## src/sv/dss_pkg.sv

```systemverilog
// shared types and codes for the drum step sequencer
`timescale 1ns / 1ps
`default_nettype none

package dss_pkg;

	// request kinds carried on the input tuser
	localparam logic [2:0] REQ_TICK  = 3'd0;
	localparam logic [2:0] REQ_TRACK = 3'd1;
	localparam logic [2:0] REQ_CELL  = 3'd2;
	localparam logic [2:0] REQ_START = 3'd3;
	localparam logic [2:0] REQ_STOP  = 3'd4;

	// configuration register indexes
	localparam int CFG_IDX_W  = 1;
	localparam int CFG_DATA_W = 16;
	localparam logic [CFG_IDX_W-1:0] REG_STEPS  = 1'd0;
	localparam logic [CFG_IDX_W-1:0] REG_PERIOD = 1'd1;

	localparam logic [6:0]  STEPS_RESET  = 7'd16;
	localparam logic [15:0] PERIOD_RESET = 16'd5512;

	typedef struct packed {
		logic [2:0]        voice;
		logic              muted;
		logic              soloed;
		logic [7:0]        gain;
		logic signed [7:0] pan;
	} track_t;

	typedef struct packed {
		logic              active;
		logic [7:0]        velocity;
		logic signed [7:0] pitch;
	} cell_t;

	typedef struct packed {
		logic [2:0]        track;
		logic [2:0]        voice;
		logic [5:0]        step;
		logic [7:0]        amplitude;
		logic signed [7:0] pan;
		logic signed [7:0] pitch;
		logic              last;
	} trig_t;

endpackage

`default_nettype wire

```

## src/sv/dss_seq.sv

```systemverilog
// request decode, step timing and the per-track trigger walk
`timescale 1ns / 1ps
`default_nettype none

module dss_seq
	import dss_pkg::*;
#(
	parameter int TRACKS    = 8,
	parameter int MAX_STEPS = 64,
	parameter int TW        = 3,
	parameter int SW        = 6
) (
	input  wire logic             clk,
	input  wire logic             arst_n,
	// request side
	input  wire logic             in_valid,
	output logic                  in_ready,
	input  wire logic [2:0]       req,
	input  wire logic [2:0]       slot,
	input  wire logic [5:0]       cstep,
	// configuration
	input  wire logic [6:0]       steps_in_use,
	input  wire logic [15:0]      samples_per_step,
	// track table
	output logic                  tbl_we,
	output logic [TW-1:0]         tbl_wr_idx,
	output logic [TW-1:0]         tbl_rd_idx,
	input  wire track_t           tbl_rd,
	input  wire logic             any_solo,
	// cell memory
	input  wire logic             clr_busy,
	output logic                  mem_we,
	output logic [TW+SW-1:0]      mem_waddr,
	output logic [TW+SW-1:0]      mem_raddr,
	input  wire cell_t            mem_rdata,
	// trigger output
	output logic                  out_valid,
	input  wire logic             out_ready,
	output trig_t                 out_trig
);

	localparam logic [1:0] ST_IDLE = 2'd0;
	localparam logic [1:0] ST_RD   = 2'd1;
	localparam logic [1:0] ST_EV   = 2'd2;
	localparam logic [1:0] ST_FL   = 2'd3;

	localparam logic [TW-1:0] LAST_TRACK = TW'(TRACKS - 1);

	logic [1:0]    state_q;
	logic          running_q;
	logic [SW-1:0] pos_q;
	logic [15:0]   cnt_q;
	logic [TW-1:0] walk_q;
	trig_t         pend_q;
	logic          pend_v_q;
	trig_t         out_q;
	logic          out_v_q;

	logic          accept;
	logic          slot_ok;
	logic          step_ok;
	logic          out_free;
	logic          out_load;
	logic          eligible;
	logic [15:0]   product;
	trig_t         cand;
	trig_t         pend_last;
	logic [SW:0]   pos_inc;
	logic [SW:0]   eff_len;
	logic [SW-1:0] pos_next;
	logic [15:0]   reload;

	assign in_ready = (state_q == ST_IDLE) && !clr_busy;
	assign accept   = in_valid && in_ready;
	assign slot_ok  = 32'(slot) < TRACKS;
	assign step_ok  = 32'(cstep) < MAX_STEPS;
	assign out_free = !out_v_q || out_ready;

	// pending trigger moves to the output on the next sounding track or at close
	assign out_load = out_free && pend_v_q &&
		(((state_q == ST_EV) && eligible) || (state_q == ST_FL));

	assign tbl_we     = accept && (req == REQ_TRACK) && slot_ok;
	assign tbl_wr_idx = TW'(slot);
	assign tbl_rd_idx = walk_q;
	assign mem_we     = accept && (req == REQ_CELL) && slot_ok && step_ok;
	assign mem_waddr  = {TW'(slot), SW'(cstep)};
	assign mem_raddr  = {walk_q, pos_q};

	// shared 8x8 multiplier, registered into the pending trigger
	assign product  = mem_rdata.velocity * tbl_rd.gain;
	assign eligible = !tbl_rd.muted && (!any_solo || tbl_rd.soloed) && mem_rdata.active;

	always_comb begin
		cand           = '0;
		cand.track     = 3'(walk_q);
		cand.voice     = tbl_rd.voice;
		cand.step      = 6'(pos_q);
		cand.amplitude = product[15:8];
		cand.pan       = tbl_rd.pan;
		cand.pitch     = mem_rdata.pitch;
		cand.last      = 1'b0;
	end

	always_comb begin
		pend_last      = pend_q;
		pend_last.last = 1'b1;
	end

	// step wrap against the clamped pattern length
	always_comb begin
		pos_inc = {1'b0, pos_q} + 1'b1;
		if (steps_in_use == 7'd0) begin
			eff_len = (SW+1)'(1);
		end else if (32'(steps_in_use) > MAX_STEPS) begin
			eff_len = (SW+1)'(MAX_STEPS);
		end else begin
			eff_len = (SW+1)'(steps_in_use);
		end
		pos_next = (pos_inc >= eff_len) ? '0 : pos_inc[SW-1:0];
		reload   = (samples_per_step == 16'd0) ? 16'd0 : samples_per_step - 16'd1;
	end

	always_ff @(posedge clk or negedge arst_n) begin
		if (!arst_n) begin
			state_q   <= ST_IDLE;
			running_q <= 1'b0;
			pos_q     <= '0;
			cnt_q     <= '0;
			walk_q    <= '0;
			pend_v_q  <= 1'b0;
			out_v_q   <= 1'b0;
		end else begin
			out_v_q <= out_load || (out_v_q && !out_ready);
			unique case (state_q)
				ST_IDLE: begin
					if (accept) begin
						unique case (req)
							REQ_TICK: begin
								if (running_q) begin
									if (cnt_q != 16'd0) begin
										cnt_q <= cnt_q - 16'd1;
									end else begin
										walk_q  <= '0;
										state_q <= ST_RD;
									end
								end
							end
							REQ_START: begin
								if (!running_q) begin
									running_q <= 1'b1;
									pos_q     <= '0;
									cnt_q     <= '0;
								end
							end
							REQ_STOP: begin
								running_q <= 1'b0;
								pos_q     <= '0;
							end
							default: begin
							end
						endcase
					end
				end
				ST_RD: begin
					state_q <= ST_EV;
				end
				ST_EV: begin
					if (!(eligible && pend_v_q && !out_free)) begin
						if (eligible) begin
							pend_v_q <= 1'b1;
						end
						if (walk_q == LAST_TRACK) begin
							state_q <= ST_FL;
						end else begin
							walk_q  <= walk_q + 1'b1;
							state_q <= ST_RD;
						end
					end
				end
				ST_FL: begin
					if (!pend_v_q || out_free) begin
						pend_v_q <= 1'b0;
						pos_q    <= pos_next;
						cnt_q    <= reload;
						state_q  <= ST_IDLE;
					end
				end
				default: begin
					state_q <= ST_IDLE;
				end
			endcase
		end
	end

	// payload registers
	always_ff @(posedge clk) begin
		if (out_load) begin
			out_q <= (state_q == ST_FL) ? pend_last : pend_q;
		end
		if (state_q == ST_EV && eligible && (!pend_v_q || out_free)) begin
			pend_q <= cand;
		end
	end

	assign out_valid = out_v_q;
	assign out_trig  = out_q;

endmodule

`default_nettype wire

```

## config.mk

```make
export PLATFORM = sky130hd
export DESIGN_NAME = dss_seq
export DESIGN_NICKNAME = d
export VERILOG_FILES = /design/src/sv/dss_pkg.sv /design/src/sv/dss_seq.sv
export SDC_FILE = /design/constraint.sdc
export NUM_CORES = 1
export LEC_CHECK = 0
export BUFFER_PORTS_ARGS = -buffer_cell sky130_fd_sc_hd__buf_2
export CAP_MARGIN = 20
export CORE_MARGIN = 3
export CORE_UTILIZATION = 25
export CTS_CLUSTER_DIAMETER = 30
export DETAILED_ROUTE_END_ITERATION = 12
export PLACE_DENSITY = 0.41
export SLEW_MARGIN = 20
export SYNTH_ARGS = -nofsm -noshare
export SYNTH_HDL_FRONTEND = slang
export SYNTH_SLANG_ARGS = --single-unit
```

## constraint.sdc

```tcl
create_clock -name clk -period 3.22 [get_ports clk]
set_clock_uncertainty 0.05 [all_clocks]
set_input_delay 0.322 -clock clk [delete_from_list [all_inputs] [get_ports clk]]
set_output_delay 0.322 -clock clk [all_outputs]
set_load 0.03 [all_outputs]
```

==> metrics.md <==
| Metric | Value |
|---|---|
| Status | `finished with violations` |
| Failing checks | `hold timing, setup timing` |
| Final hold vios | `30` |
| Area growth syn-to-layout | `26.9%` |
| Longest Clk Path Bufs | `2` |
| CTS Hold Buffers Added | `0` |
| Worst EP arrival | `approximately 3800 ps` |
| Worst min-delay path class | `primary input to async pin` |
| Initial Util | `0.256` |
| Total Wirelength | `15500 microns` |
| CTS tree | `done` |
| Post-synth ARST share | `0.291` |
| Share of cells above drive strength 1 | `0.311` |
| Die X | `between 150 and 200 microns` |
| CTS H-tree lvls | `3` |
| Number of enable flip-flop cells after synthesis | `73` |
| Root buf cell | `clkbuf_16` |
| Syn_nets | `between 700 and 800` |
| Placed cells | `~1100` |
| # DRC | `0` |
| Largest net degree at the start of global routing | `33` |
| CP startpoint kind | `primary input` |
| Slew Limit Fails | `0` |
| Tot GR Track Use | `0.109` |
| Core Area | `25400 sq um` |
| WL/cell | `approximately 14 microns` |
| CP max FO | `6` |
| First-pass GRT wire length | `24700 microns` |
| Required time of the critical path | `3260 ps` |
| Commonest non-fill, non-tap cell in the layout | `buf_2` |
| Sequential share of the synthesized area | `0.452` |
| Pwr dens | `676 nW/um^2` |
| Most frequent cells in the layout | `buf_2, edfxtp_1, nand2_1, inv_1, buf_4` |
| Number of DRC markers in iteration 0 | `176` |
| Met2 usage | `0.182` |
| Detailed Place HPWL | `12400 microns` |
| Skew-Pair Late Insertion Delay | `roughly 340 ps` |
| Ratio of final minimum period to clock period | `1.17` |
| Min Tclk post-route | `3770 ps` |
| Post-synth top flop | `edfxtp_1` |
| Die Y-Extent | `around 170 microns` |
| Yosys warnings | `0` |
| Buffers on Ports | `122` |
| Worst-Margin Slew | `727 ps` |
| Max-slew headroom | `0.515` |
| IO Count | `144` |
| Final ANT Viol Nets | `0` |
| Average size of a mapped cell | `about 11 sq um` |
| GR met3 Demand/Resource | `0.0224` |
| Post-Synthesis Cell Area | `approximately 6500 sq um` |
| CTS sink count | `approximately 100` |
| Worst r2r path cells | `8` |
| Reg2reg end | `cnt_q[7]` |
| Gpl congestion | `0.853` |
| Post-synthesis cell count | `574` |
| RSZ-0062 raised after global routing | `true` |
| Met1 usage | `0.143` |
| Number of library cell types mapped by synthesis | `55` |
| Synth Register Bits | `approximately 100` |
| Router iterations before antenna repair | `4` |
| Post-route setup TNS | `-3590 ps` |
| R2R Path Start | `cnt_q[0]` |
| Reg2reg setup slack | `roughly 560 ps` |
| WS Path Type | `primary input to flop` |
| Maximum clock rate | `265 MHz` |
| Reg clk slew, reported paths | `70 ps` |
| CP Capture Type | `flop` |
| Global route hottest layer | `met2` |
| Antenna violations before repair | `0` |
| Finished Layout Cells | `1072` |
| P_leak | `between 3 and 4 nW` |
| Row count | `58` |
| Setup WS post-layout | `-549 ps` |
| Total congestion overflow | `0` |
| DIE AREA | `roughly 28000 sq um` |
| Nets | `900` |
| Final Setup Violations | `8` |
| # fillers | `2611` |
| Vias/cell | `4.35` |
| # Max-Cap Violations | `0` |
| Hold slack | `-11.9 ps` |
| Vias in the first global route | `approximately 4800` |
| Maximum vdd drop | `between 0.3 and 0.4 mV` |
| Vias | `4665` |
| CTS Buf Count | `9` |
| Diode count | `0` |
| Tot Pwr | `roughly 0.0056 W` |
[synth_stat cells, types with 7 or more instances]
cell type / n / area, sq um
a21oi_1: 10 / 50.1
a22o_1: 14 / 123
and2_1: 46 / 288
buf_4: 15 / 113
dfrtp_1: 30 / 751
edfxtp_1: 73 / 2190
fa_1: 35 / 701
ha_1: 48 / 601
inv_1: 54 / 203
nand2_1: 57 / 214
nand2b_1: 8 / 50.1
nand3_1: 11 / 55.1
nor2_1: 21 / 78.8
nor3_1: 12 / 60.1
o21ai_0: 35 / 175
o22ai_1: 7 / 43.8
xnor2_1: 14 / 123
xor2_1: 8 / 70.1
[how the worst max path moves through the flow]
stage | from | slack (ps) | to
floorplan | mem_rdata[13] | -680 | pend_last[23]
global placement | tbl_rd[10] | -940 | pend_last[24]
detailed placement | mem_rdata[8] | -990 | pend_last[24]
CTS | tbl_rd[10] | -530 | pend_last[22]
global route | tbl_rd[12] | -720 | pend_last[24]
finish | mem_rdata[10] | -550 | pend_last[19]
[per-stage QoR]
stage               utilization  hold WS (ps)  cell area [sq um]  setup WS [ps]
floorplan                     -         -23.6               6560           -678
detailed placement        0.309           355               7840           -991
global placement          0.309           351               7840           -938
CTS                       0.325          11.0               8240           -527
global route              0.325          44.9               8260           -720
finish                    0.325         -11.9               8260           -549
[worst max-delay path: stages]
cell       delay (ps)
buf_4             130
and2_4            160
fa_2              350
fa_1              490
inv_1              50
fa_1              470
fa_1              490
inv_1              40
ha_2              200
a2111oi_4         350
o21ai_2           130
buf_4             160
a41oi_4           170
buf_4             150
buf_6              80
xnor2_2            50
[metal layers]
metal	wire length [microns]	up-vias
met3	731	26
li1	-	2340
met1	7160	2204
met4	269	0
met2	7380	95
met5	0	-
[cell type report]
cell class                 instances  area (sq um)  share of cell area
multi-input combinational        394          3350               0.406
timing repair buffer             176          1070               0.130
clock buffer                       9           225              0.0273
clock inverter                     6          53.8             0.00651
inverter                          54           203              0.0245
sequential                       103          2940               0.356
tap                              330           413              0.0500
[power breakdown]
part | total [W] | internal, W | switching, W | leakage, nW
Clock | 0.00103 | 0.000534 | 0.000495 | 0.134
Combinational | 0.00268 | 0.00118 | 0.00151 | 2.38
Sequential | 0.00187 | 0.00172 | 0.000154 | 1.06
[flip-flops by register name (all words and copies together) (netlist names)]
name	flops
tbl_rd_idx	3
running_q	1
pos_q	6
pend_last	36
out_trig	37
out_valid	1
state_q	2
cnt_q	16
pend_v_q	1
[repair_timing]
item                                    in CTS  in global routing
endpoints found under the setup margin       8                  8
buffers inserted                             1                  1
resized for setup                           28                  2
pin swaps                                   15                  1
[kinds of logic after synthesis]
group | Yosys count | synth area share
AND/OR/NAND/NOR | 189 | 0.158
flip-flops | 103 | 0.452
AO/OA/AOI/OAI | 100 | 0.104
adder cells (fa/ha/maj) | 83 | 0.200
buffers and inverters | 77 | 0.0569
XOR/XNOR | 22 | 0.0296
Power figures use the tool's default switching activity.
