$ cat src/sv/dss_pkg.sv
// shared types and codes for the drum step sequencer
`timescale 1ns / 1ps
`default_nettype none

package dss_pkg;

	// request kinds carried on the input tuser
	localparam logic [2:0] REQ_TICK  = 3'd0;
	localparam logic [2:0] REQ_TRACK = 3'd1;
	localparam logic [2:0] REQ_CELL  = 3'd2;
	localparam logic [2:0] REQ_START = 3'd3;
	localparam logic [2:0] REQ_STOP  = 3'd4;

	// configuration register indexes
	localparam int CFG_IDX_W  = 1;
	localparam int CFG_DATA_W = 16;
	localparam logic [CFG_IDX_W-1:0] REG_STEPS  = 1'd0;
	localparam logic [CFG_IDX_W-1:0] REG_PERIOD = 1'd1;

	localparam logic [6:0]  STEPS_RESET  = 7'd16;
	localparam logic [15:0] PERIOD_RESET = 16'd5512;

	typedef struct packed {
		logic [2:0]        voice;
		logic              muted;
		logic              soloed;
		logic [7:0]        gain;
		logic signed [7:0] pan;
	} track_t;

	typedef struct packed {
		logic              active;
		logic [7:0]        velocity;
		logic signed [7:0] pitch;
	} cell_t;

	typedef struct packed {
		logic [2:0]        track;
		logic [2:0]        voice;
		logic [5:0]        step;
		logic [7:0]        amplitude;
		logic signed [7:0] pan;
		logic signed [7:0] pitch;
		logic              last;
	} trig_t;

endpackage

`default_nettype wire

$ cat src/sv/dss_track_table.sv
// track settings table with solo summary
`timescale 1ns / 1ps
`default_nettype none

module dss_track_table
	import dss_pkg::*;
#(
	parameter int TRACKS = 8,
	parameter int TW     = 3
) (
	input  wire logic          clk,
	input  wire logic          arst_n,
	input  wire logic          we,
	input  wire logic [TW-1:0] wr_idx,
	input  wire track_t        wr_entry,
	input  wire logic [TW-1:0] rd_idx,
	output track_t             rd_entry,
	output logic               any_solo
);

	track_t table_q [TRACKS];

	always_ff @(posedge clk or negedge arst_n) begin
		if (!arst_n) begin
			for (int i = 0; i < TRACKS; i++) begin
				table_q[i] <= '0;
			end
		end else if (we) begin
			table_q[wr_idx] <= wr_entry;
		end
	end

	always_comb begin
		any_solo = 1'b0;
		for (int i = 0; i < TRACKS; i++) begin
			any_solo = any_solo | table_q[i].soloed;
		end
	end

	assign rd_entry = table_q[rd_idx];

endmodule

`default_nettype wire

$ cat config.mk
export PLATFORM = sky130hd
export DESIGN_NAME = dss_track_table
export DESIGN_NICKNAME = d
export VERILOG_FILES = /design/src/sv/dss_pkg.sv /design/src/sv/dss_track_table.sv
export SDC_FILE = /design/constraint.sdc
export NUM_CORES = 1
export LEC_CHECK = 0
export ABC_AREA = 1
export BUFFER_PORTS_ARGS = -buffer_cell sky130_fd_sc_hd__buf_2
export CAP_MARGIN = 10
export CORE_ASPECT_RATIO = 0.6
export CORE_UTILIZATION = 55
export DETAILED_ROUTE_END_ITERATION = 12
export GPL_TIMING_DRIVEN = 0
export PLACE_DENSITY = 0.73
export RECOVER_POWER = 100
export SYNTH_ARGS = -nofsm -noshare
export SYNTH_HDL_FRONTEND = slang
export SYNTH_SLANG_ARGS = --single-unit
$ cat constraint.sdc
create_clock -name clk -period 1.7 [get_ports clk]
set_clock_uncertainty 0.1 [all_clocks]
set_input_delay 0.085 -clock clk [delete_from_list [all_inputs] [get_ports clk]]
set_output_delay 0.085 -clock clk [all_outputs]
set_load 0.01 [all_outputs]
==> run summary, run 1 <==
The run finished with clean final reports. The chip height is 96.7 um. The critical path endpoint category is an output port. The count of pins over their slew limit came out at 0. In this run the cell area measured after placement is 8760 um^2. The area growth from synthesis to layout is 15.7%. The critical path data arrival time is 1.45 ns. The count of antenna diodes in the layout came out at 0. The launching element type of the critical path is a register.

The met3 track demand over resource came out at 5.19%. The sequential group share of total power is 46.0%. Cell internal power was estimated by the tool at 7730 uW. The worst-path maximum fanout is 2. The library cell used most frequently in the layout, excluding fill and tap cells, is sky130_fd_sc_hd__nand2_1.

The post-synthesis net count came out at between 1,000 and 1,500. The final-report hold violation count is 0. The path class of the tightest hold or removal check is input port to asynchronous set/reset pin. The power per cell area is approximately 1200 nW/um^2. The multi-input combinational cells in the finished layout cover a total of 3010 um^2. Synthesis produced a netlist whose cell count is around 1,100. The number of buffers inserted by port buffering is 50. The number of warnings reported in the yosys synthesis log is 0. In the global route stage, met1 resource usage came out at between 40 and 50%. The met2 capacity usage during global routing came out at 42.8%. The slew at the pin closest to its max-slew limit came out at 0.894 ns. The number of global-route vias before repair is 6,736. The total number of vias came out at 7,213. The post-route netlist has 7.10% of its cells at a drive strength greater than 1. In this run the remaining antenna-violating nets after routing total 0. The first-iteration detailed-routing DRC count came out at 678.

The effective utilization at floorplan came out at 56.5%. Across the VDD grid, the largest voltage drop is 0.797 mV. After global routing, the most crowded layer is met1. The number of setup violations in the final report came out at 0. At the end of routability-driven placement, the weighted congestion stood at 0.875. Leaving out fill and tap cells, the most frequent cells in the layout are 449 x sky130_fd_sc_hd__nand2_1, 192 x sky130_fd_sc_hd__inv_1, 168 x sky130_fd_sc_hd__dfrtp_1, 167 x sky130_fd_sc_hd__o21ai_0, 83 x sky130_fd_sc_hd__nand3_1. The initial antenna violation count came out at 0. The average detailed-routed wire length per instance is 15.6 um.

The worst max-slew margin expressed relative to the limit is 40.4%. The placement row count is 34. In the final timing run, aggregate negative setup slack is 0 ns. The post-CTS setup buffer count came out at 0.

The number of flip-flops under the largest register name came out at 168. The clock tree root buffer cell is sky130_fd_sc_hd__clkbuf_16. The net switching fraction of the power came out at a little under a third. Registers take 4200 um^2. The clock-pin transition on the worst setup and hold timing paths came out at 0.07 ns. The clock insertion delay at the later pin of the skew report came out at 0.42 ns. The overall die area is 15,500 um^2. Averaged over all synthesized cells, the footprint is slightly above 7 um^2. The number of instances in the placed design came out at about 1,400. Summing the sequential cell areas from Yosys gives 51.1% of the chip area. Based on the critical path, the design can be clocked at up to 610 MHz. Final hold analysis gives a worst-case slack of between 0.03 and 0.04 ns. The layout has 1,344 filler cells.

The number of ports placed on the die boundary came out at 52. The net switching power figure came out at 3460 uW. The critical path goes through inv_1 > nand2_1 > nand3_2 > nand2_1 > nand2_1 > nand2_1 > buf_2. The core region is approximately 15,000 um^2.

The finished layout holds 1,438 standard cells, fillers aside. Counting stages on the worst path, the most repeated cell is sky130_fd_sc_hd__nand2_1. The pre-antenna-repair detailed-routing pass consisted of 5 iterations.

table_q holds more flip-flops than any other register. The post-layout net count is 1,259. The worst stage delay on the critical path is 0.36 ns. In this run, synthesis produced a sequential element count of 168.

The post-route fraction of the period consumed by the critical path came out at 96.4%. Per report_power, the combinational group accounts for 19.0% of the total. The cell with the largest stage delay on the worst path is sky130_fd_sc_hd__dfrtp_1. The post-layout minimum cycle time came out at 1.64 ns. Summing every instance area after synthesis gives 8220 um^2. The count of unresolved DRC violations after routing came out at 0. For the worst setup path, the data required time is around 1.5 ns. In the global route stage, overall resource usage came out at 30.7%. The number of different library cells in the post-synthesis netlist is 16. The pin count of the biggest net entering global routing is 123. The share of total power in the clock network is 34.9%. The first global-routing pass estimated ~36 mm of wire. The count of max-cap constraint violations came out at 0.

After detailed routing, the total wire length is 22.4 mm. The H-tree generated during clock tree synthesis spans 4 levels. The vias per cell is 5.02. The aggregate global routing overflow is 0.

The path type of the worst setup path is register to output port. The analysis attributes to cell leakage a power of 0.00514 uW. The tree built by TritonCTS fans out to 168 sinks. The number of clock buffers inserted by TritonCTS came out at 17. The post-layout instance area is 9510 um^2. Measured along the x axis, the die boundary spans between 150 and 200 um.

The HPWL reported at the end of detailed placement is 15.9 mm. TritonCTS built the clock tree. In the final layout, the registers with the most flip-flops are table_q (168).

Setup repair after global routing could not meet its margin everywhere. The longest clock path from root to sink contains 2 buffers.
-- synth_stat cells (all sizes together) --
| cell type | number | share of area (%) |
|---|---|---|
| inv | 195 | 8.9 |
| buf | 37 | 2.2 |
| nand2 | 449 | 20 |
| clkbuf | 26 | 1.2 |
| nor2 | 4 | 0.21 |
| nand3 | 86 | 5.2 |
| dfrtp | 168 | 51 |
| o21ai | 168 | 10 |
| clkinv | 1 | 0.046 |
| nor3 | 3 | 0.32 |
-- metrics by stage --
step	utilization (%)	total power (uW)	setup WS, ns
2_1_floorplan	-	6520	0.707
3_3_place_gp	59.9	7150	-2.16
3_5_place_dp	60.2	7240	0.159
4_1_cts	65.7	11200	0.0541
5_1_grt	65.4	11800	-0.0222
6_report	65.4	11200	0.0617
-- final cells by class --
type	count	area share, %
flip-flops and latches	168	44.2
repair buffers	73	4.83
well taps	198	2.60
clock inverters	12	1.49
multi-input cells	710	31.7
plain buffers	63	2.88
clock buffers	18	4.62
inverters	196	7.73
-- repair_timing --
| item | CTS | global route |
|---|---|---|
| endpoints found under the hold margin | 197 | 0 |
| setup endpoints to repair | 1 | 6 |
| hold buffers | 22 | 0 |
| cloned | 0 | 0 |
| gates resized for setup | 1 | 6 |
| pin swaps | 0 | 1 |
-- final timing paths --
kind / end / slack [ns] / from / cells past startpoint
worst max-delay path: rd_entry[15] / 0.06 / table_q[15]$_DFFE_PN0P_ / 7
worst min-delay path: table_q[130]$_DFFE_PN0P_ / 0.03 / arst_n / 2
min in group clk: table_q[7]$_DFFE_PN0P_ / 0.06 / wr_idx[2] / 5
max in group asynchronous: table_q[74]$_DFFE_PN0P_ / 0.28 / arst_n / 3
worst max register to register: table_q[16]$_DFFE_PN0P_ / 0.87 / table_q[16]$_DFFE_PN0P_ / 2
worst min register to register: table_q[164]$_DFFE_PN0P_ / 0.39 / table_q[164]$_DFFE_PN0P_ / 2
-- logic make-up after synthesis --
family,after synthesis,share of synthesized area [%]
and+or+nand+nor,542,26.3
buffers and inverters,259,12.4
DFF,168,51.1
AOI/OAI and AO/OA,168,10.2
-- power groups by stage --
stage               logic [uW]  registers [uW]  clock network (uW)
floorplan                 1420            5100                   0
global placement          1970            5180                   0
detailed placement        2060            5180                   0
CTS                       2120            5130                3920
global route              2470            5240                4090
finish                    2130            5150                3910
-- worst max-delay path: cells and delay by family (launching register included) --
family / cells / cell delay [ns]
and+or+nand+nor: 5 / 0.44
DFF: 1 / 0.36
buffers and inverters: 2 / 0.23
-- routing by layer --
metal | routed length (um) | part of all wire (%) | vias to the layer above
met5 | 0 | 0 | -
met4 | 240 | 1.1 | 0
met3 | 1650 | 7.4 | 23
met2 | 9080 | 41 | 232
met1 | 11400 | 51 | 3334
li1 | - | - | 3624
No activity file was read; power rests on OpenSTA's default activity.
==> run 2, diff against run 1 <==
--- a/config.mk
+++ b/config.mk
@@ -9,10 +9,9 @@
 export BUFFER_PORTS_ARGS = -buffer_cell sky130_fd_sc_hd__buf_2
 export CAP_MARGIN = 10
 export CORE_ASPECT_RATIO = 0.6
-export CORE_UTILIZATION = 55
+export CORE_UTILIZATION = 45
 export DETAILED_ROUTE_END_ITERATION = 12
 export GPL_TIMING_DRIVEN = 0
-export PLACE_DENSITY = 0.73
 export RECOVER_POWER = 100
 export SYNTH_ARGS = -nofsm -noshare
 export SYNTH_HDL_FRONTEND = slang
==> run summary, run 2 (synthesis results as in run 1) <==
The launch instance of the worst min-delay path is wr_idx[2]. The power per cell area came to 1160 nW/um^2 (-1.2%). The worst-case setup margin in the final layout came to 0.0128 ns (-0.0489 ns). The count of pins over their slew limit came out at 0 (unchanged). The placement row count is 37 (+8.8%).

The static leakage power was 0.00519 uW (+0.79%). The HPWL reported at the end of detailed placement came out at 16.7 mm (+5.0%). The number of search-and-repair iterations in the first detailed-routing pass is 5 (unchanged). The pre-CTS setup slack is 0.0995 ns (-0.0594 ns). The overall power of the completed layout is 11,200 uW (-0.16%). Setup repair after global routing could not meet its margin everywhere. The number of stages on the worst hold path came out at 5. The first-iteration detailed-routing DRC count came out at 607 (-10%). The post-layout minimum cycle time came out at 1.69 ns (+0.0489 ns).

The width of the die came to 177 um (+10%). Leaving out fill and tap cells, the most frequent cell in the layout is sky130_fd_sc_hd__nand2_1. The critical path data arrival time is 1.50 ns (+0.05 ns). The worst setup path is captured at an output port. The post-route fraction of the period consumed by the critical path is 99.2% (+2.9 points).

The final-report hold violation count is 0 (unchanged). The area growth from synthesis to layout is 16.9%. The number of cells traversed by the worst register-to-register path is 2 (unchanged). In the final layout, the registers with the most flip-flops are table_q (168). The critical path in this run is classified as register to output port. The number of global-route vias before repair is 6,207 (-7.9%). The count of max-cap constraint violations was 0 (unchanged). The maximum resistive drop on vdd came out at 0.717 mV (-10%). The pin count of the biggest net entering global routing came out at 88 (-28%). The aggregate global routing overflow came out at 0 (unchanged). The count of unresolved DRC violations after routing is 0 (unchanged). The final estimated routing congestion in global placement came out at 0.819 (-6.4%). The number of flip-flops under the largest register name came out at 168 (unchanged). The worst reg2reg path startpoint is table_q[116]$_DFFE_PN0P_.

The post-layout net count is 1,261 (+0.16%). The capture endpoint of the worst hold path is table_q[99]$_DFFE_PN0P_. The endpoint identified for the worst register-to-register timing path is table_q[116]$_DFFE_PN0P_. The total wirelength of the detailed-routed design came out at 23.0 mm (+2.7%). The fill cell total of the finished layout is 1,761 (+31%). The initial antenna violation count is 0 (unchanged). Counting flops per register, the top entry is table_q.

The total number of vias came out at 6,926 (-4.0%). In the layout the commonest cells are 447 x sky130_fd_sc_hd__nand2_1, 190 x sky130_fd_sc_hd__inv_1, 168 x sky130_fd_sc_hd__o21ai_0, 168 x sky130_fd_sc_hd__dfrtp_1, 80 x sky130_fd_sc_hd__nand3_1. The average detailed-routed wire length per instance was 15.6 um (about the same).

The chip height was 107 um (+10%). The overall die area is 18,800 um^2 (+22%). The total number of clock tree sinks was 168 (unchanged). The internal reg-to-reg setup slack was 0.90 ns (+0.03 ns). The slew at the pin closest to its max-slew limit was 0.833 ns (-0.0609 ns). The clock tree root buffer cell is sky130_fd_sc_hd__clkbuf_16.

The run finished with clean final reports. The deepest level of the CTS H-tree came out at 4 (unchanged). The clock-pin transition on the worst setup and hold timing paths is 0.08 ns (about the same). The number of clock buffers inserted by TritonCTS is 17 (unchanged). The vias per cell was 4.69 (-6.5%). The worst setup path is launched from a register. The number of buffers on the longest clock path is 2 (unchanged). The worst-path maximum fanout is 2 (unchanged).

TritonCTS built the clock tree. The ratio of cells with drive above 1 in the final layout was 8.21% (+1.1 points). The global-route wire length before repair came out at 36.2 mm (-0.21%).

The post-CTS setup buffer count came out at 0 (unchanged). The clock insertion delay at the later pin of the skew report is 0.44 ns (+0.02 ns). The count of antenna diodes in the layout is 0 (unchanged). The effective utilization at floorplan is 47.0% (-9.5 points). The worst max-slew margin expressed relative to the limit was 44.1% (+3.6 points).

The sequential cell area is 4200 um^2 (unchanged). The number of buffers inserted by port buffering was 50 (unchanged). The area of the core came out at 17,500 um^2 (+20%). The number of setup violations in the final report came to 0 (unchanged).

The class of the tightest hold or removal check is input port to register. The critical path required time is 1.51 ns (about the same). The number of ports placed on the die boundary is 52 (unchanged). The total global-route track usage was 25.9% (-4.8 points). The highest attainable clock frequency came out at 593 MHz (-2.9%).

The post-detailed-route count of antenna-violating nets came out at 0 (unchanged). The total area of multi-input combinational cells came out at 3030 um^2 (+0.46%).
## run 2: cell types whose count changed in the layout (fill, tap and decap cells not counted), moves of 3 or more
cell,delta
sky130_fd_sc_hd__nand3_1,-3
sky130_fd_sc_hd__clkbuf_1,-6
sky130_fd_sc_hd__inv_2,+3
sky130_fd_sc_hd__nand3_2,+3
sky130_fd_sc_hd__clkbuf_2,+7
sky130_fd_sc_hd__clkinv_4,+4
sky130_fd_sc_hd__inv_6,-3
sky130_fd_sc_hd__clkinvlp_4,-3
## run 2: power by group
group          switching, uW  internal [uW]  total, uW
Combinational           1360            772       2130
Sequential               381           4750       5130
Clock                   1730           2180       3900
## run 2: metrics by stage
stage          hold WS (ns)  setup TNS [ns]  utilization, %  area, um^2  cells
3_3_place_gp          0.204         -379.05            50.1        8760   1421
5_1_grt               0.108         -0.0429            54.9        9610   1477
3_5_place_dp         0.0108               0            50.3        8800   1422
6_report             0.0498               0            54.9        9610   1477
4_1_cts              0.0406               0            55.0        9630   1477
2_1_floorplan        -0.311               0               -        8220   1137
## run 2: critical path: stages (launching register included)
cell and delay [ns]:
sky130_fd_sc_hd__dfrtp_1 0.38, sky130_fd_sc_hd__inv_1 0.07, sky130_fd_sc_hd__nand2_1 0.07, sky130_fd_sc_hd__nor3_2 0.28, sky130_fd_sc_hd__nand3_1 0.11, sky130_fd_sc_hd__buf_2 0.16
## run 2: cell type report
type / instances / share of cell area (%)
buffer: 63 / 2.88
clock buffer: 18 / 4.47
clock inverter: 13 / 1.55
inverter: 196 / 7.66
multi-input combinational: 710 / 31.5
sequential: 168 / 43.7
tap: 234 / 3.05
timing repair buffer: 75 / 5.17
## run 2: per-layer routing
layer	track usage, %	routed length, um
met3	4.36	985
met4	4.43	109
met1	44.8	13400
met5	0	0
met2	32.6	8560
## run 2: what timing repair did
item	CTS	global route
hold buffers	24	0
endpoints found under the hold margin	133	0
pin swaps	0	3
resized for setup	1	17
setup endpoints to repair	1	10
## run 2: how the worst max path moves through the flow
stage	startpoint	end	slack (ns)	cells after the start
final	table_q[58]$_DFFE_PN0P_	any_solo	0.01	5
after global routing	table_q[58]$_DFFE_PN0P_	any_solo	-0.02	5
after CTS	table_q[58]$_DFFE_PN0P_	any_solo	0.05	5
after detailed placement	rd_idx[1]	rd_entry[2]	0.1	7
after global placement	arst_n	table_q[13]$_DFFE_PN0P_	-2.28	1
after floorplan	rd_idx[1]	rd_entry[0]	0.71	6
==> run 3, diff against run 2 <==
--- a/config.mk
+++ b/config.mk
@@ -8,11 +8,12 @@
 export ABC_AREA = 1
 export BUFFER_PORTS_ARGS = -buffer_cell sky130_fd_sc_hd__buf_2
 export CAP_MARGIN = 10
-export CORE_ASPECT_RATIO = 0.6
+export CORE_ASPECT_RATIO = 1.1
 export CORE_UTILIZATION = 45
 export DETAILED_ROUTE_END_ITERATION = 12
 export GPL_TIMING_DRIVEN = 0
 export RECOVER_POWER = 100
+export SKIP_CTS_REPAIR_TIMING = 1
 export SYNTH_ARGS = -nofsm -noshare
 export SYNTH_HDL_FRONTEND = slang
 export SYNTH_SLANG_ARGS = --single-unit
==> run summary, run 3 (synthesis results as in run 1) <==
The HPWL reported at the end of detailed placement is 16.3 mm (-2.6%). The total number of vias came out at 7,282 (+5.1%). The number of clock buffers inserted by TritonCTS came to 17 (unchanged). The number of global-route vias before repair came to 7,042 (+13%).

The cell family with the largest share of critical-path delay is simple AND/OR/NAND/NOR gates. The number of buffers on the longest clock path is 2 (unchanged). The width of the die is 131 um (-26%). The initial antenna violation count came to 0 (unchanged).

The clock-pin transition on the worst setup and hold timing paths is 0.06 ns (-0.02 ns). The launching element type of the critical path is a register. The fill cell total of the finished layout came to 1,825 (+3.6%). The post-layout net count is 1,259 (-0.16%).

The area growth from synthesis to layout came out at 17.9%. The number of ports placed on the die boundary is 52 (unchanged). The overall power of the completed layout came out at 11,700 uW (+4.4%). The class of the tightest hold or removal check is input port to register. The average detailed-routed wire length per instance was 15.2 um (-2.5%). The most numerous cell on the critical path is sky130_fd_sc_hd__nand2_1.

The number of buffers inserted by port buffering was 50 (unchanged). The share of the core filled with cells came out at 54.4% (-0.48 points). The worst-path maximum fanout was 2 (unchanged). The clock insertion delay at the later pin of the skew report came out at 0.44 ns (about the same). TritonCTS built the clock tree. The placement row count came to 51 (+38%).

The aggregate global routing overflow was 0 (unchanged). The most common cell after layout, fill and taps aside is sky130_fd_sc_hd__nand2_1. The number of flip-flops under the largest register name is 168 (unchanged). The number of cells traversed by the worst register-to-register path came out at 2 (unchanged). The worst path buffer plus inverter count came out at 2 (unchanged). The endpoint identified for the worst register-to-register timing path is table_q[149]$_DFFE_PN0P_. The critical path required time is 1.51 ns (about the same). The post-route fraction of the period consumed by the critical path came out at 96.1% (-3.1 points). The post-layout instance area came out at 9690 um^2 (+0.85%).

The number of setup violations in the final report was 0 (unchanged). In this run the most critical hold path is launched from wr_idx[2]. The clock tree root buffer cell is sky130_fd_sc_hd__clkbuf_16.

The chip height came out at 144 um (+35%). The total number of cells along the worst setup path came out at 7 (+2). The highest attainable clock frequency came out at 612 MHz (+3.2%).

The total number of clock tree sinks was 168 (unchanged). The vias per cell is 4.92 (+4.9%). The first-iteration detailed-routing DRC count came to 560 (-7.7%). The total wirelength of the detailed-routed design is 22.5 mm (-2.3%).

The post-detailed-placement cell area is 8810 um^2 (about the same). Setup repair after global routing could not meet its margin everywhere. The register with the most flip-flops in the final layout is table_q. The total area of multi-input combinational cells came out at 3000 um^2 (-0.74%). In the layout the commonest cells are 448 x sky130_fd_sc_hd__nand2_1, 192 x sky130_fd_sc_hd__inv_1, 168 x sky130_fd_sc_hd__dfrtp_1, 166 x sky130_fd_sc_hd__o21ai_0, 84 x sky130_fd_sc_hd__nand3_1.

The count of pins over their slew limit came out at 0 (unchanged). The effective utilization at floorplan is 46.2% (-0.80 points). The final-report hold violation count was 0 (unchanged). The pin count of the biggest net entering global routing is 88 (unchanged). The worst max-slew margin expressed relative to the limit was 47.9% (+3.8 points). The count of unresolved DRC violations after routing came to 0 (unchanged).

The critical path data arrival time came to 1.45 ns (-0.05 ns). The slew at the pin closest to its max-slew limit came out at 0.776 ns (-0.0565 ns). The post-layout minimum cycle time came to 1.63 ns (-0.0531 ns). The worst stage delay on the critical path was 0.36 ns (-0.02 ns). The deepest level of the CTS H-tree is 4 (unchanged). The largest registers in the layout are table_q (168). The critical path endpoint category is an output port. The maximum resistive drop on vdd is 0.712 mV (-0.72%). The path type of the worst setup path is register to output port.

The slowest stage of the critical path is the sky130_fd_sc_hd__dfrtp_1 cell. The setup TNS after final layout is 0 ns (unchanged). The number of stages on the worst hold path is 5 (unchanged). The internal reg-to-reg setup slack is 0.92 ns (+0.02 ns). The post-detailed-route count of antenna-violating nets came out at 0 (unchanged). The global-route wire length before repair is 36.5 mm (+0.89%). The ratio of cells with drive above 1 in the final layout is 8.94% (+0.73 points). The count of antenna diodes in the layout came out at 0 (unchanged).

The final estimated routing congestion in global placement came out at 0.834 (+1.8%). The count of max-cap constraint violations is 0 (unchanged). The path with the worst hold slack has its endpoint at table_q[15]$_DFFE_PN0P_. The critical path goes through inv_1 > nand2_1 > nand3_1 > nand2_1 > nand2_1 > nand2_1 > buf_2. The overall die area came out at 18,800 um^2 (about the same). In this run the critical register-to-register path is launched from table_q[149]$_DFFE_PN0P_.

The flow ran to the end, and the final reports show no timing, DRC or antenna violations. The number of search-and-repair iterations in the first detailed-routing pass is 8 (+3). The total global-route track usage is 26.2% (+0.27 points). The power per cell area came to 1200 nW/um^2 (+3.6%). The sequential cell area came to 4200 um^2 (unchanged). The area of the core was 17,800 um^2 (+1.7%).

The static leakage power came out at 0.00527 uW (+1.7%).
-- run 3: cell count changes in the layout (fill, tap and decap cells not counted), sizes merged --
cell and delta:
clkbuf -16, bufinv +4, clkinvlp -2, dlygate4sd3 -2, buf +19, clkinv -3, inv -1
-- run 3: final cells by class --
| class | count | share of cell area [%] |
|---|---|---|
| sequential | 168 | 43.4 |
| multi-input combinational | 710 | 31.0 |
| inverter | 196 | 7.59 |
| timing repair buffer | 73 | 5.10 |
| clock buffer | 21 | 4.75 |
| tap | 238 | 3.07 |
| buffer | 63 | 2.88 |
| clock inverter | 11 | 2.23 |
-- run 3: where the power goes --
part	internal, uW	switching, uW	leakage [uW]	total [uW]
Sequential	4750	368	0.00211	5120
Combinational	775	1290	0.00284	2070
Clock	2840	1640	0.000332	4480
-- run 3: worst max-delay path by stage --
| stage | slack [ns] | start | to |
|---|---|---|---|
| 2_1_floorplan | 0.71 | rd_idx[1] | rd_entry[0] |
| 3_3_place_gp | -2.33 | arst_n | table_q[145]$_DFFE_PN0P_ |
| 3_5_place_dp | 0.10 | rd_idx[1] | rd_entry[7] |
| 4_1_cts | 0.03 | table_q[58]$_DFFE_PN0P_ | any_solo |
| 5_1_grt | -0.02 | table_q[0]$_DFFE_PN0P_ | rd_entry[0] |
| 6_report | 0.07 | table_q[15]$_DFFE_PN0P_ | rd_entry[15] |
-- run 3: worst reg2reg max path, delay by kind of cell, from the launching register on --
kind / cells / cell delay, ns
flip-flops: 1 / 0.39
AO/OA/AOI/OAI: 1 / 0.09
AND/OR/NAND/NOR: 1 / 0.07
-- run 3: metal layers --
layer  global-route usage, %  vias to the layer above  wire (um)
met5                       0                        -          0
met4                    7.68                        0        325
li1                        -                     3623          -
met2                    44.0                      141      10800
met1                    34.7                     3495      10500
met3                    4.17                       23        843
-- run 3: metrics by stage --
| step | hold WS, ns | setup slack [ns] | instances |
|---|---|---|---|
| after global placement | 0.205 | -2.33 | 1425 |
| after CTS | -0.427 | 0.0269 | 1458 |
| after floorplan | -0.311 | 0.707 | 1137 |
| final | 0.0421 | 0.0659 | 1480 |
| after global routing | 0.0798 | -0.0153 | 1480 |
| after detailed placement | 0.0342 | 0.102 | 1426 |
